===== src/rtl/assert_macros.svh =====
// Assertion macros shared by the FAT decoder RTL
`ifndef ASSERT_MACROS_SVH
`define ASSERT_MACROS_SVH

// Check a property on every rising edge outside reset
`define FGC_ASSERT(lbl, clk, rst, prop, msg) \
  lbl: assert property (@(posedge clk) disable iff (rst) prop) else $error(msg);

// Check a property on every rising edge, reset included
`define FGC_ASSERT_ALWAYS(lbl, clk, prop, msg) \
  lbl: assert property (@(posedge clk) prop) else $error(msg);

`endif


===== src/rtl/fgc_pkg.sv =====
// Types, constants and widths of the FAT geometry and chain decoder
package fgc_pkg;

  // Physical address width; the data address saturates below 2^ADDR_WIDTH
  localparam int ADDR_WIDTH = 32;

  // Field widths
  localparam int ClusterW = 28;
  localparam int RawW     = 32;
  localparam int AddrW    = 32;
  localparam int CfgAddrW = 3;
  localparam int CfgDataW = 16;

  // Derived geometry widths
  localparam int BpsW       = 13;
  localparam int SpcW       = 8;
  localparam int FatProdW   = 24;  // fat_count * fat_size
  localparam int RsvdBytesW = 29;  // reserved * bytes per sector
  localparam int StepW      = 21;  // sectors per cluster * bytes per sector
  localparam int SumBaseW   = 25;  // reserved + FAT sectors + root sectors
  localparam int DataStartW = 38;  // sector sum * bytes per sector
  localparam int DivW       = 22;  // dividend of both divisions
  localparam int DivCntW    = 5;
  localparam int RdsW       = 22;  // root-directory sector count
  localparam int MultW      = 49;  // cluster distance * cluster bytes
  localparam int SumW       = 50;  // data address before clamping

  // Largest data address that can be presented
  localparam logic [AddrW-1:0] SatLimit = (ADDR_WIDTH >= AddrW) ? {AddrW{1'b1}}
                                        : AddrW'((64'd1 << ADDR_WIDTH) - 64'd1);

  // Cluster-count limits of the FAT types
  localparam logic [15:0] Fat12Limit = 16'd4085;
  localparam logic [15:0] Fat16Limit = 16'd65525;

  // Chain markers by FAT type
  localparam logic [ClusterW-1:0] Fat12End = 28'h0000FF8;
  localparam logic [ClusterW-1:0] Fat12Bad = 28'h0000FF7;
  localparam logic [ClusterW-1:0] Fat16End = 28'h000FFF8;
  localparam logic [ClusterW-1:0] Fat16Bad = 28'h000FFF7;
  localparam logic [ClusterW-1:0] Fat32End = 28'hFFFFFF8;
  localparam logic [ClusterW-1:0] Fat32Bad = 28'hFFFFFF7;

  typedef enum logic [1:0] {
    FAT12 = 2'd0,
    FAT16 = 2'd1,
    FAT32 = 2'd2
  } fat_kind_t;

  typedef enum logic [1:0] {
    CHAIN_NEXT = 2'd0,
    CHAIN_BAD  = 2'd1,
    CHAIN_END  = 2'd2
  } chain_status_t;

  typedef enum logic [CfgAddrW-1:0] {
    REG_BPS   = 3'd0,
    REG_SPC   = 3'd1,
    REG_RSVD  = 3'd2,
    REG_FATS  = 3'd3,
    REG_ROOTS = 3'd4,
    REG_FATSZ = 3'd5,
    REG_TOTAL = 3'd6
  } cfg_reg_t;

  // Geometry handed from the register block to the lookup pipeline
  typedef struct packed {
    logic                  busy;
    fat_kind_t             kind;
    logic [AddrW-1:0]      root_addr;
    logic [RsvdBytesW-1:0] rsvd_bytes;
    logic [DataStartW-1:0] data_start;
    logic [StepW-1:0]      step;
  } geom_t;

endpackage


===== src/rtl/fgc_if.sv =====
// Handshake channel interfaces of the FAT geometry and chain decoder
interface fgc_cfg_if;
  import fgc_pkg::*;
  logic                valid;
  logic                ready;
  logic [CfgAddrW-1:0] addr;
  logic [CfgDataW-1:0] data;
  modport source (output valid, addr, data, input ready);
  modport sink (input valid, addr, data, output ready);
endinterface



===== src/rtl/fgc_geometry.sv =====
// Boot-sector registers and the sequencer that derives the volume geometry
`include "assert_macros.svh"

module fgc_geometry
  import fgc_pkg::*;
(
  input  logic       clk,
  input  logic       rst,
  fgc_cfg_if.sink    cfg,
  output geom_t      geom
);

  typedef enum logic [3:0] {
    ST_FATPROD,
    ST_RSVD,
    ST_STEP,
    ST_RDS_DIV,
    ST_USED,
    ST_DSEC,
    ST_CLU_DIV,
    ST_KIND,
    ST_ROOT,
    ST_DATA,
    ST_IDLE
  } state_t;

  state_t state;

  // Boot-sector registers
  logic [BpsW-1:0] bps;
  logic [SpcW-1:0] spc;
  logic [15:0]     rsvd;
  logic [7:0]      fats;
  logic [15:0]     roots;
  logic [15:0]     fatsz;
  logic [15:0]     total;

  // Derived values
  logic [FatProdW-1:0]  fat_prod;
  logic [RsvdBytesW-1:0] rsvd_bytes;
  logic [StepW-1:0]     step;
  logic [SumBaseW-1:0]  base_sum;
  logic [SumBaseW-1:0]  used;
  logic [AddrW-1:0]     root_addr;
  logic [DataStartW-1:0] data_start;
  fat_kind_t            kind;

  // Shared restoring divider
  logic [DivW-1:0]  div_quo;
  logic [BpsW-1:0]  div_rem;
  logic [BpsW-1:0]  div_den;
  logic [DivCntW-1:0] div_cnt;
  logic [BpsW:0]    div_sh;
  logic             div_ge;
  logic [BpsW:0]    div_diff;

  logic [SumBaseW-1:0] rds_ext;
  logic [15:0]         data_sec;
  logic [15:0]         clusters;

  assign cfg.ready = 1'b1;

  // One divider step: shift in the next dividend bit and trial-subtract
  assign div_sh   = {div_rem, div_quo[DivW-1]};
  assign div_ge   = (div_sh >= {1'b0, div_den});
  assign div_diff = div_sh - {1'b0, div_den};

  // Root-directory sector count is zero for a zero sector size
  assign rds_ext  = (bps == '0) ? '0 : SumBaseW'(div_quo[RdsW-1:0]);
  assign data_sec = ({9'd0, total} > used) ? 16'({9'd0, total} - used) : 16'd0;
  assign clusters = (spc == '0) ? 16'd0 : div_quo[15:0];

  always_ff @(posedge clk) begin
    if (rst) begin
      state <= ST_FATPROD;
      bps   <= BpsW'(512);
      spc   <= SpcW'(1);
      rsvd  <= 16'd1;
      fats  <= 8'd2;
      roots <= 16'd512;
      fatsz <= 16'd9;
      total <= 16'd2880;
    end else if (cfg.valid && cfg.ready) begin
      // Take the register write and recompute the geometry from the start
      unique case (cfg_reg_t'(cfg.addr))
        REG_BPS:   bps   <= cfg.data[BpsW-1:0];
        REG_SPC:   spc   <= cfg.data[SpcW-1:0];
        REG_RSVD:  rsvd  <= cfg.data;
        REG_FATS:  fats  <= cfg.data[7:0];
        REG_ROOTS: roots <= cfg.data;
        REG_FATSZ: fatsz <= cfg.data;
        REG_TOTAL: total <= cfg.data;
        default: ;
      endcase
      state <= ST_FATPROD;
    end else begin
      unique case (state)
        ST_FATPROD: begin
          fat_prod <= FatProdW'(fats) * FatProdW'(fatsz);
          state    <= ST_RSVD;
        end
        ST_RSVD: begin
          rsvd_bytes <= RsvdBytesW'(rsvd) * RsvdBytesW'(bps);
          state      <= ST_STEP;
        end
        ST_STEP: begin
          // Load roots*32 + bps - 1 over bps
          step    <= StepW'(spc) * StepW'(bps);
          div_quo <= DivW'({roots, 5'd0}) + DivW'(bps) - DivW'(1);
          div_rem <= '0;
          div_den <= bps;
          div_cnt <= DivCntW'(DivW - 1);
          state   <= ST_RDS_DIV;
        end
        ST_RDS_DIV: begin
          div_rem <= div_ge ? div_diff[BpsW-1:0] : div_sh[BpsW-1:0];
          div_quo <= {div_quo[DivW-2:0], div_ge};
          div_cnt <= div_cnt - DivCntW'(1);
          if (div_cnt == '0) begin
            state <= ST_USED;
          end
        end
        ST_USED: begin
          base_sum <= SumBaseW'(rsvd) + SumBaseW'(fat_prod);
          used     <= SumBaseW'(rsvd) + SumBaseW'(fat_prod) + rds_ext;
          state    <= ST_DSEC;
        end
        ST_DSEC: begin
          // Load data sectors over sectors per cluster
          div_quo <= DivW'(data_sec);
          div_rem <= '0;
          div_den <= BpsW'(spc);
          div_cnt <= DivCntW'(DivW - 1);
          state   <= ST_CLU_DIV;
        end
        ST_CLU_DIV: begin
          div_rem <= div_ge ? div_diff[BpsW-1:0] : div_sh[BpsW-1:0];
          div_quo <= {div_quo[DivW-2:0], div_ge};
          div_cnt <= div_cnt - DivCntW'(1);
          if (div_cnt == '0) begin
            state <= ST_KIND;
          end
        end
        ST_KIND: begin
          if (clusters < Fat12Limit) begin
            kind <= FAT12;
          end else if (clusters < Fat16Limit) begin
            kind <= FAT16;
          end else begin
            kind <= FAT32;
          end
          state <= ST_ROOT;
        end
        ST_ROOT: begin
          root_addr <= AddrW'(DataStartW'(base_sum) * DataStartW'(bps));
          state     <= ST_DATA;
        end
        ST_DATA: begin
          data_start <= DataStartW'(used) * DataStartW'(bps);
          state      <= ST_IDLE;
        end
        ST_IDLE: ;
        default: state <= ST_FATPROD;
      endcase
    end
  end

  // Present the derived geometry
  always_comb begin
    geom.busy       = (state != ST_IDLE);
    geom.kind       = kind;
    geom.root_addr  = root_addr;
    geom.rsvd_bytes = rsvd_bytes;
    geom.data_start = data_start;
    geom.step       = step;
  end

  `FGC_ASSERT(a_spc_zero_fat12, clk, rst, (!geom.busy && spc == '0) |-> (geom.kind == FAT12), "zero sectors per cluster must give FAT12")
  `FGC_ASSERT_ALWAYS(a_cfg_restarts, clk, (cfg.valid && cfg.ready) |=> geom.busy, "register write must restart the geometry sequencer")
  `FGC_ASSERT(a_div_ends, clk, rst, (state == ST_CLU_DIV && div_cnt == '0 && !cfg.valid) |=> (state == ST_KIND), "cluster division must end after its last step")

endmodule


===== src/flat_wrapper.sv =====
// flat-port wrapper written by rule: the top's interface ports become plain ports
module fgc_geometry_flat import fgc_pkg::*;
  (clk, rst, geom, cfg_valid, cfg_addr, cfg_data, cfg_ready);
  fgc_cfg_if cfg_i ();
  input  logic clk;
  input  logic rst;
  output geom_t geom;
  input wire logic [$bits(cfg_i.valid)-1:0] cfg_valid;
  input wire logic [$bits(cfg_i.addr)-1:0] cfg_addr;
  input wire logic [$bits(cfg_i.data)-1:0] cfg_data;
  output wire logic [$bits(cfg_i.ready)-1:0] cfg_ready;
  assign cfg_i.valid = cfg_valid;
  assign cfg_i.addr = cfg_addr;
  assign cfg_i.data = cfg_data;
  assign cfg_ready = cfg_i.ready;
  fgc_geometry u_core (.clk(clk), .rst(rst), .cfg(cfg_i), .geom(geom));
endmodule

===== config.mk =====
export PLATFORM = sky130hd
export DESIGN_NAME = fgc_geometry_flat
export DESIGN_NICKNAME = d
export VERILOG_FILES = /design/src/rtl/fgc_pkg.sv /design/src/rtl/fgc_if.sv /design/src/rtl/fgc_geometry.sv /design/src/flat_wrapper.sv
export VERILOG_INCLUDE_DIRS = /design/src /design/src/rtl
export SDC_FILE = /design/constraint.sdc
export NUM_CORES = 2
export LEC_CHECK = 0
export BUFFER_PORTS_ARGS = -buffer_cell sky130_fd_sc_hd__buf_4
export CORE_MARGIN = 4
export CORE_UTILIZATION = 59
export DETAILED_ROUTE_END_ITERATION = 7
export GPL_ROUTABILITY_DRIVEN = 0
export PLACE_DENSITY = 0.79
export SETUP_SLACK_MARGIN = 0.2
export SKIP_CTS_REPAIR_TIMING = 1
export SLEW_MARGIN = 20
export SYNTH_ARGS = -nofsm -noshare
export SYNTH_HDL_FRONTEND = slang
export SYNTH_SLANG_ARGS = --single-unit

===== constraint.sdc =====
create_clock -name clk -period 7.4 [get_ports clk]
set_input_delay 0.74 -clock clk [delete_from_list [all_inputs] [get_ports clk]]
set_output_delay 0.74 -clock clk [all_outputs]
set_load 0.02 [all_outputs]

======== Yosys cells after proc, flatten, opt, wreduce, memory -nomap -nowiden ========
Cells that the tools add are included.
cells by class
  reduce and logical (&&, ||, !) cells .... 29
  $lt $le $gt $ge ......................... 4
  eq/ne operators ......................... 19
  add/sub/neg operators ................... 7
  bitwise gates (word level) .............. 3
  multiplexer cells ....................... 12
  multipliers ............................. 5
operators by type and width
  kind                                                                    number
  22-bit case mux with 3 select lines                                     1
  13-bit case mux with 2 select lines                                     2
  4-bit case mux with 11 select lines                                     1
  25-bit by 13-bit multiplier with 38-bit output                          1
  3-bit AND reduction                                                     11
  25-bit by 13-bit multiplier with 32-bit output                          1
  16-bit two-way mux                                                      2
  16-bit by 13-bit multiplier with 29-bit output                          1
  16-bit by 24-bit adder with 25-bit output                               1
  25-bit adder                                                            1
  16-bit by 25-bit greater-than comparator with 1-bit output              1
  8-bit by 16-bit multiplier with 24-bit output                           1
  21-bit by 13-bit adder with 22-bit output                               1
  22-bit two-way mux                                                      1
  22-bit by 1-bit subtractor with 22-bit output, second input constant    1
  8-bit by 13-bit multiplier with 21-bit output                           1
  4-bit by 3-bit == test with 1-bit output, second input constant         4
  16-bit by 12-bit < comparator with 1-bit output, second input constant  1
  16-bit < comparator, second input constant                              1
  16-bit subtractor                                                       1
  14-bit by 13-bit >= comparator with 1-bit output                        1
  2-bit AND reduction                                                     7
  13-bit zero test                                                        1
  13-bit two-way mux                                                      1
  21 further kinds                                                        34
storage, ports and cells
  word-level logic and storage cells ...... 99
  output and inout bits ................... 124
  bits of input ports ..................... 22
  register bits after elaboration ......... 346

======== Depth between registers and ports, before layout ========
  word-level depth ........................ 4
  mapped depth ............................ 23
  gate-level depth less buffers ........... 21

======== Worst setup path before layout ========
OpenSTA, ideal clock, no wires.
  path kind ............................... input to register
  from .................................... input port cfg_valid
  to ...................................... register u_core.base_sum[0], enable pin
  arrival time ............................ 6.446 ns
  buffers on the path ..................... 1
  data required time ...................... 6.801 ns
  path slack .............................. 0.354 ns
  setup time .............................. 0.599 ns
  stages .................................. 3
  path through ............................ or2_2 > clkbuf_1 > nor4b_1
between the ends
  cells in the longest elaborated chain, start to end .. 2
ends and longest elaborated chain
  element                        line                 text
  from (decl)                    flat_wrapper.sv:8    input wire logic [$bits(cfg_i.valid)-1:0] cfg_valid;
  1-bit NOT (no line)            --
  3-bit AND reduction (no line)  --
  to (signal assigned)           fgc_geometry.sv:124  base_sum <= SumBaseW'(rsvd) + SumBaseW'(fat_prod);
  to (decl)                      fgc_geometry.sv:42   logic [SumBaseW-1:0] base_sum;
No other way between the ends.
A chain may end at the register's enable or synchronous reset.

======== Worst setup path after layout ========
  from .................................... register u_core.bps[5]
  to ...................................... register u_core.rsvd_bytes[28] (data pin)
between the ends
  cells in the longest elaborated chain, start to end .. 1
ends and longest elaborated chain
  element                                         line                 text
  from (decl)                                     fgc_geometry.sv:30   logic [BpsW-1:0] bps;
  from (signal assigned)                          fgc_geometry.sv:76   bps <= BpsW'(512);
  from (signal assigned)                          fgc_geometry.sv:86   REG_BPS: bps <= cfg.data[BpsW-1:0];
  16-bit by 13-bit multiplier with 29-bit output  fgc_geometry.sv:103  rsvd_bytes <= RsvdBytesW'(rsvd) * RsvdBytesW'(bps);
  to (signal assigned)                            fgc_geometry.sv:103
  to (decl)                                       fgc_geometry.sv:40   logic [RsvdBytesW-1:0] rsvd_bytes;
No other way between the ends.

==> impl_metrics.json <==
{
  "die_y_um": 297,
  "cts_made_buffers": 42,
  "drive_gt1_share_pct": 5.78,
  "die_area_um2": 88000,
  "worstMarginPinSlew_ns": 1.02,
  "crit_fanout": 36,
  "p_sw_mw": 1.65,
  "start_util_pct": 59.7,
  "fill_cells": 6602,
  "worst_path_most_repeated_cell": "fa_1",
  "seqPwrFrac_pct": 40.2,
  "endpoint_kind": "register",
  "path_class": "register to register",
  "rows": 105,
  "peakVddDrop_mv": 0.241,
  "dp_hpwl_um": 97600,
  "clk_pin_slew_ns": 0.06,
  "cp_data_arrival_time_ns": 7.09,
  "die_w_um": 297,
  "final_nets": 6636,
  "period_needed_ns": 6.73,
  "skew_ns": 0.0314,
  "netlist_area_um2": 49200,
  "synthArstFlopShare_pct": 0,
  "combinationalPowerShare_pct": 20.6,
  "fin_setup_tns_ns": 0,
  "grt-ovfl-total": 0,
  "setup_violations": 0,
  "grt_pass1_wl_um": 206000,
  "yosysSeqAreaShare_pct": 19.2,
  "drv_cap": 0,
  "syn_nets": 6640,
  "track_usage_pct": 29.0,
  "vias": 37776,
  "clockRootBuffer": "clkbuf_16",
  "drtAntennaViolNets": 0,
  "cp_slowest_cell": "dfxtp_2",
  "post-route-drc-count": 0,
  "clkSinkCount": 346,
  "final_cell_mix": "inv_1, nand2_1, fa_1",
  "syn_to_final_growth_pct": 6.98,
  "synth_cell_types": 77,
  "yosys_warnings": 0,
  "switching_share_pct": 30.2,
  "dpl_cell_area_um2": 51100,
  "fin_crit_sh_pct": 91.0,
  "clkPwrFrac_pct": 39.2,
  "p_leak_nw": 25.1,
  "finalHoldViolations": 0,
  "drtIter0Drc": 3559,
  "clk_path_buf_depth": 3,
  "grt_pass1_vias": 39083,
  "outcome": "completed",
  "synthCells": 5416,
  "p_int_mw": 3.80,
  "dr.pass1.iters": 6,
  "slew_headroom_pct": 31.8,
  "final_common_cell": "inv_1",
  "slew_violations": 0,
  "pwr_density_cell_nw_per_um2": 104,
  "final_area_um2": 52600,
  "worstSetupStartpointType": "register",
  "grt_max_degree": 77,
  "io_pins": 146,
  "rsz0062_at_grt": "false",
  "hold_class": "input pin to register",
  "coreArea_um2": 82400,
  "h-tree-depth": 2,
  "cts_tree": "yes",
  "drt-vias-per-instance": 5.80,
  "worstSkewPairLatency_ns": 0.64,
  "drt-total-wl_um": 127000,
  "antenna_found_initial": 5,
  "synth-seq-cells": 346,
  "crit_required_ns": 7.76,
  "port_buffers": 144,
  "slowest_delay_ns": 0.96,
  "crit_path_cell_trace": "buf_4 -> nand2_1 -> fa_1 -> fa_1 -> fa_1 -> fa_1 -> fa_1 -> inv_1 -> ha_1 -> a21oi_1 -> o21bai_1 -> a41o_1 -> a211oi_1 -> o21bai_1 -> a311oi_1 -> o41ai_1 -> a21oi_1 -> xnor2_1",
  "ys.flop_type": "edfxtp_1",
  "fmax_ghz": 0.149,
  "syn_avg_cell_area_um2": 9.08,
  "routedWlPerCell_um": 19.5,
  "synth_edf_count": 249
}
==> metal layers <==
| metal | up-vias | global-route usage [%] | share of wire, % |
|---|---|---|---|
| met5 | - | 0 | 0.010 |
| met4 | 2 | 11.8 | 4.8 |
| met3 | 409 | 6.61 | 11 |
| met2 | 2053 | 46.3 | 45 |
| met1 | 18523 | 38.8 | 39 |
| li1 | 16789 | - | - |
==> worst paths after layout <==
check,end,slack (ns),cells past startpoint,startpoint
setup / recovery,u_core.rsvd_bytes[28],0.67,18,u_core.bps[5]
hold / removal,u_core.roots[15],0.44,3,cfg_data[15]
setup reg to reg,u_core.rsvd_bytes[28],0.67,18,u_core.bps[5]
hold reg to reg,u_core.roots[6],0.46,2,u_core.roots[6]
==> critical path, delay by kind of cell (launching register included) <==
kind                     cells  cell delay [ns]
AO/OA/AOI/OAI                8             1.86
XOR/XNOR                     1             0.09
adder cells (fa/ha/maj)      6             2.84
buffers and inverters        2             0.57
flip-flops                   1             0.96
AND/OR/NAND/NOR              1             0.14
==> cells by family (layout without fill, tap and decap cells) <==
group                      after synthesis  in the layout  share of synthesized area, %
and+or+nand+nor                       1778           1778                          16.7
buffers and inverters                 1260           1290                          9.63
muxes                                   13             13                         0.270
adders and majority gates             1202           1202                          42.8
AOI/OAI and AO/OA                      612            612                          7.79
DFF                                    346            346                          19.2
xor gates and xnor gates               204            204                          3.63
other                                    1              3                       0.00763
==> synthesized netlist by cell type, types with 25 or more instances <==
library cell	instances	area (um^2)
inv_1	1006	3780
nand2_1	943	3540
fa_1	802	16100
ha_1	400	5000
and2_1	380	2380
edfxtp_1	249	7480
a21oi_1	229	1150
clkbuf_1	226	848
nor2_1	208	781
xnor2_1	149	1310
o21ai_0	114	571
dfxtp_1	97	1940
a21o_1	56	420
xor2_1	55	482
nor3_1	43	215
nand3_1	36	180
nand2b_1	33	206
nor2b_1	31	194
o21a_1	30	225
a211oi_1	25	188
o21bai_1	25	188
==> stage by stage <==
stage	worst slack [ns]	total power [mW]	utilization [%]	std cells	hold WS (ns)
floorplan	0.354	3.01	-	5416	0.436
global placement	1.02	3.30	62.1	6436	0.443
detailed placement	0.859	3.33	62.1	6436	0.450
CTS	0.795	5.47	63.8	6514	0.409
global route	0.420	5.70	63.9	6516	0.431
finish	0.669	5.45	63.9	6518	0.441
==> registers in the layout (all words and copies together) (netlist names) <==
register / count
u_core.kind: 2
u_core.fats: 8
u_core.rsvd: 16
u_core.fat_prod: 24
u_core.div_cnt: 5
u_core.root_addr: 32
u_core.total: 16
u_core.roots: 16
u_core.spc: 8
u_core.bps: 13
u_core.base_sum: 25
u_core.state: 4
u_core.div_den: 13
u_core.data_start: 38
u_core.step: 21
u_core.used: 25
u_core.div_rem: 13
u_core.fatsz: 16
u_core.div_quo: 22
u_core.rsvd_bytes: 29
==> layout make-up <==
type	instances	area (um^2)	area share [%]
clock inverters	18	185	0.352
multi-input cells	3810	35100	66.7
well taps	1070	1340	2.54
repair buffers	198	1510	2.87
diodes	2	5.00	0.00951
inverters	1014	3810	7.23
flip-flops and latches	346	9440	17.9
clock buffers	60	1250	2.38
==> power by group through the flow <==
stage | combinational [mW] | clock (mW) | sequential [mW]
finish | 1.12 | 2.14 | 2.19
CTS | 1.11 | 2.17 | 2.18
detailed placement | 1.11 | 0 | 2.23
global route | 1.26 | 2.25 | 2.19
floorplan | 0.825 | 0 | 2.19
global placement | 1.07 | 0 | 2.22
Note: power is estimated with default switching activity, not from simulation.
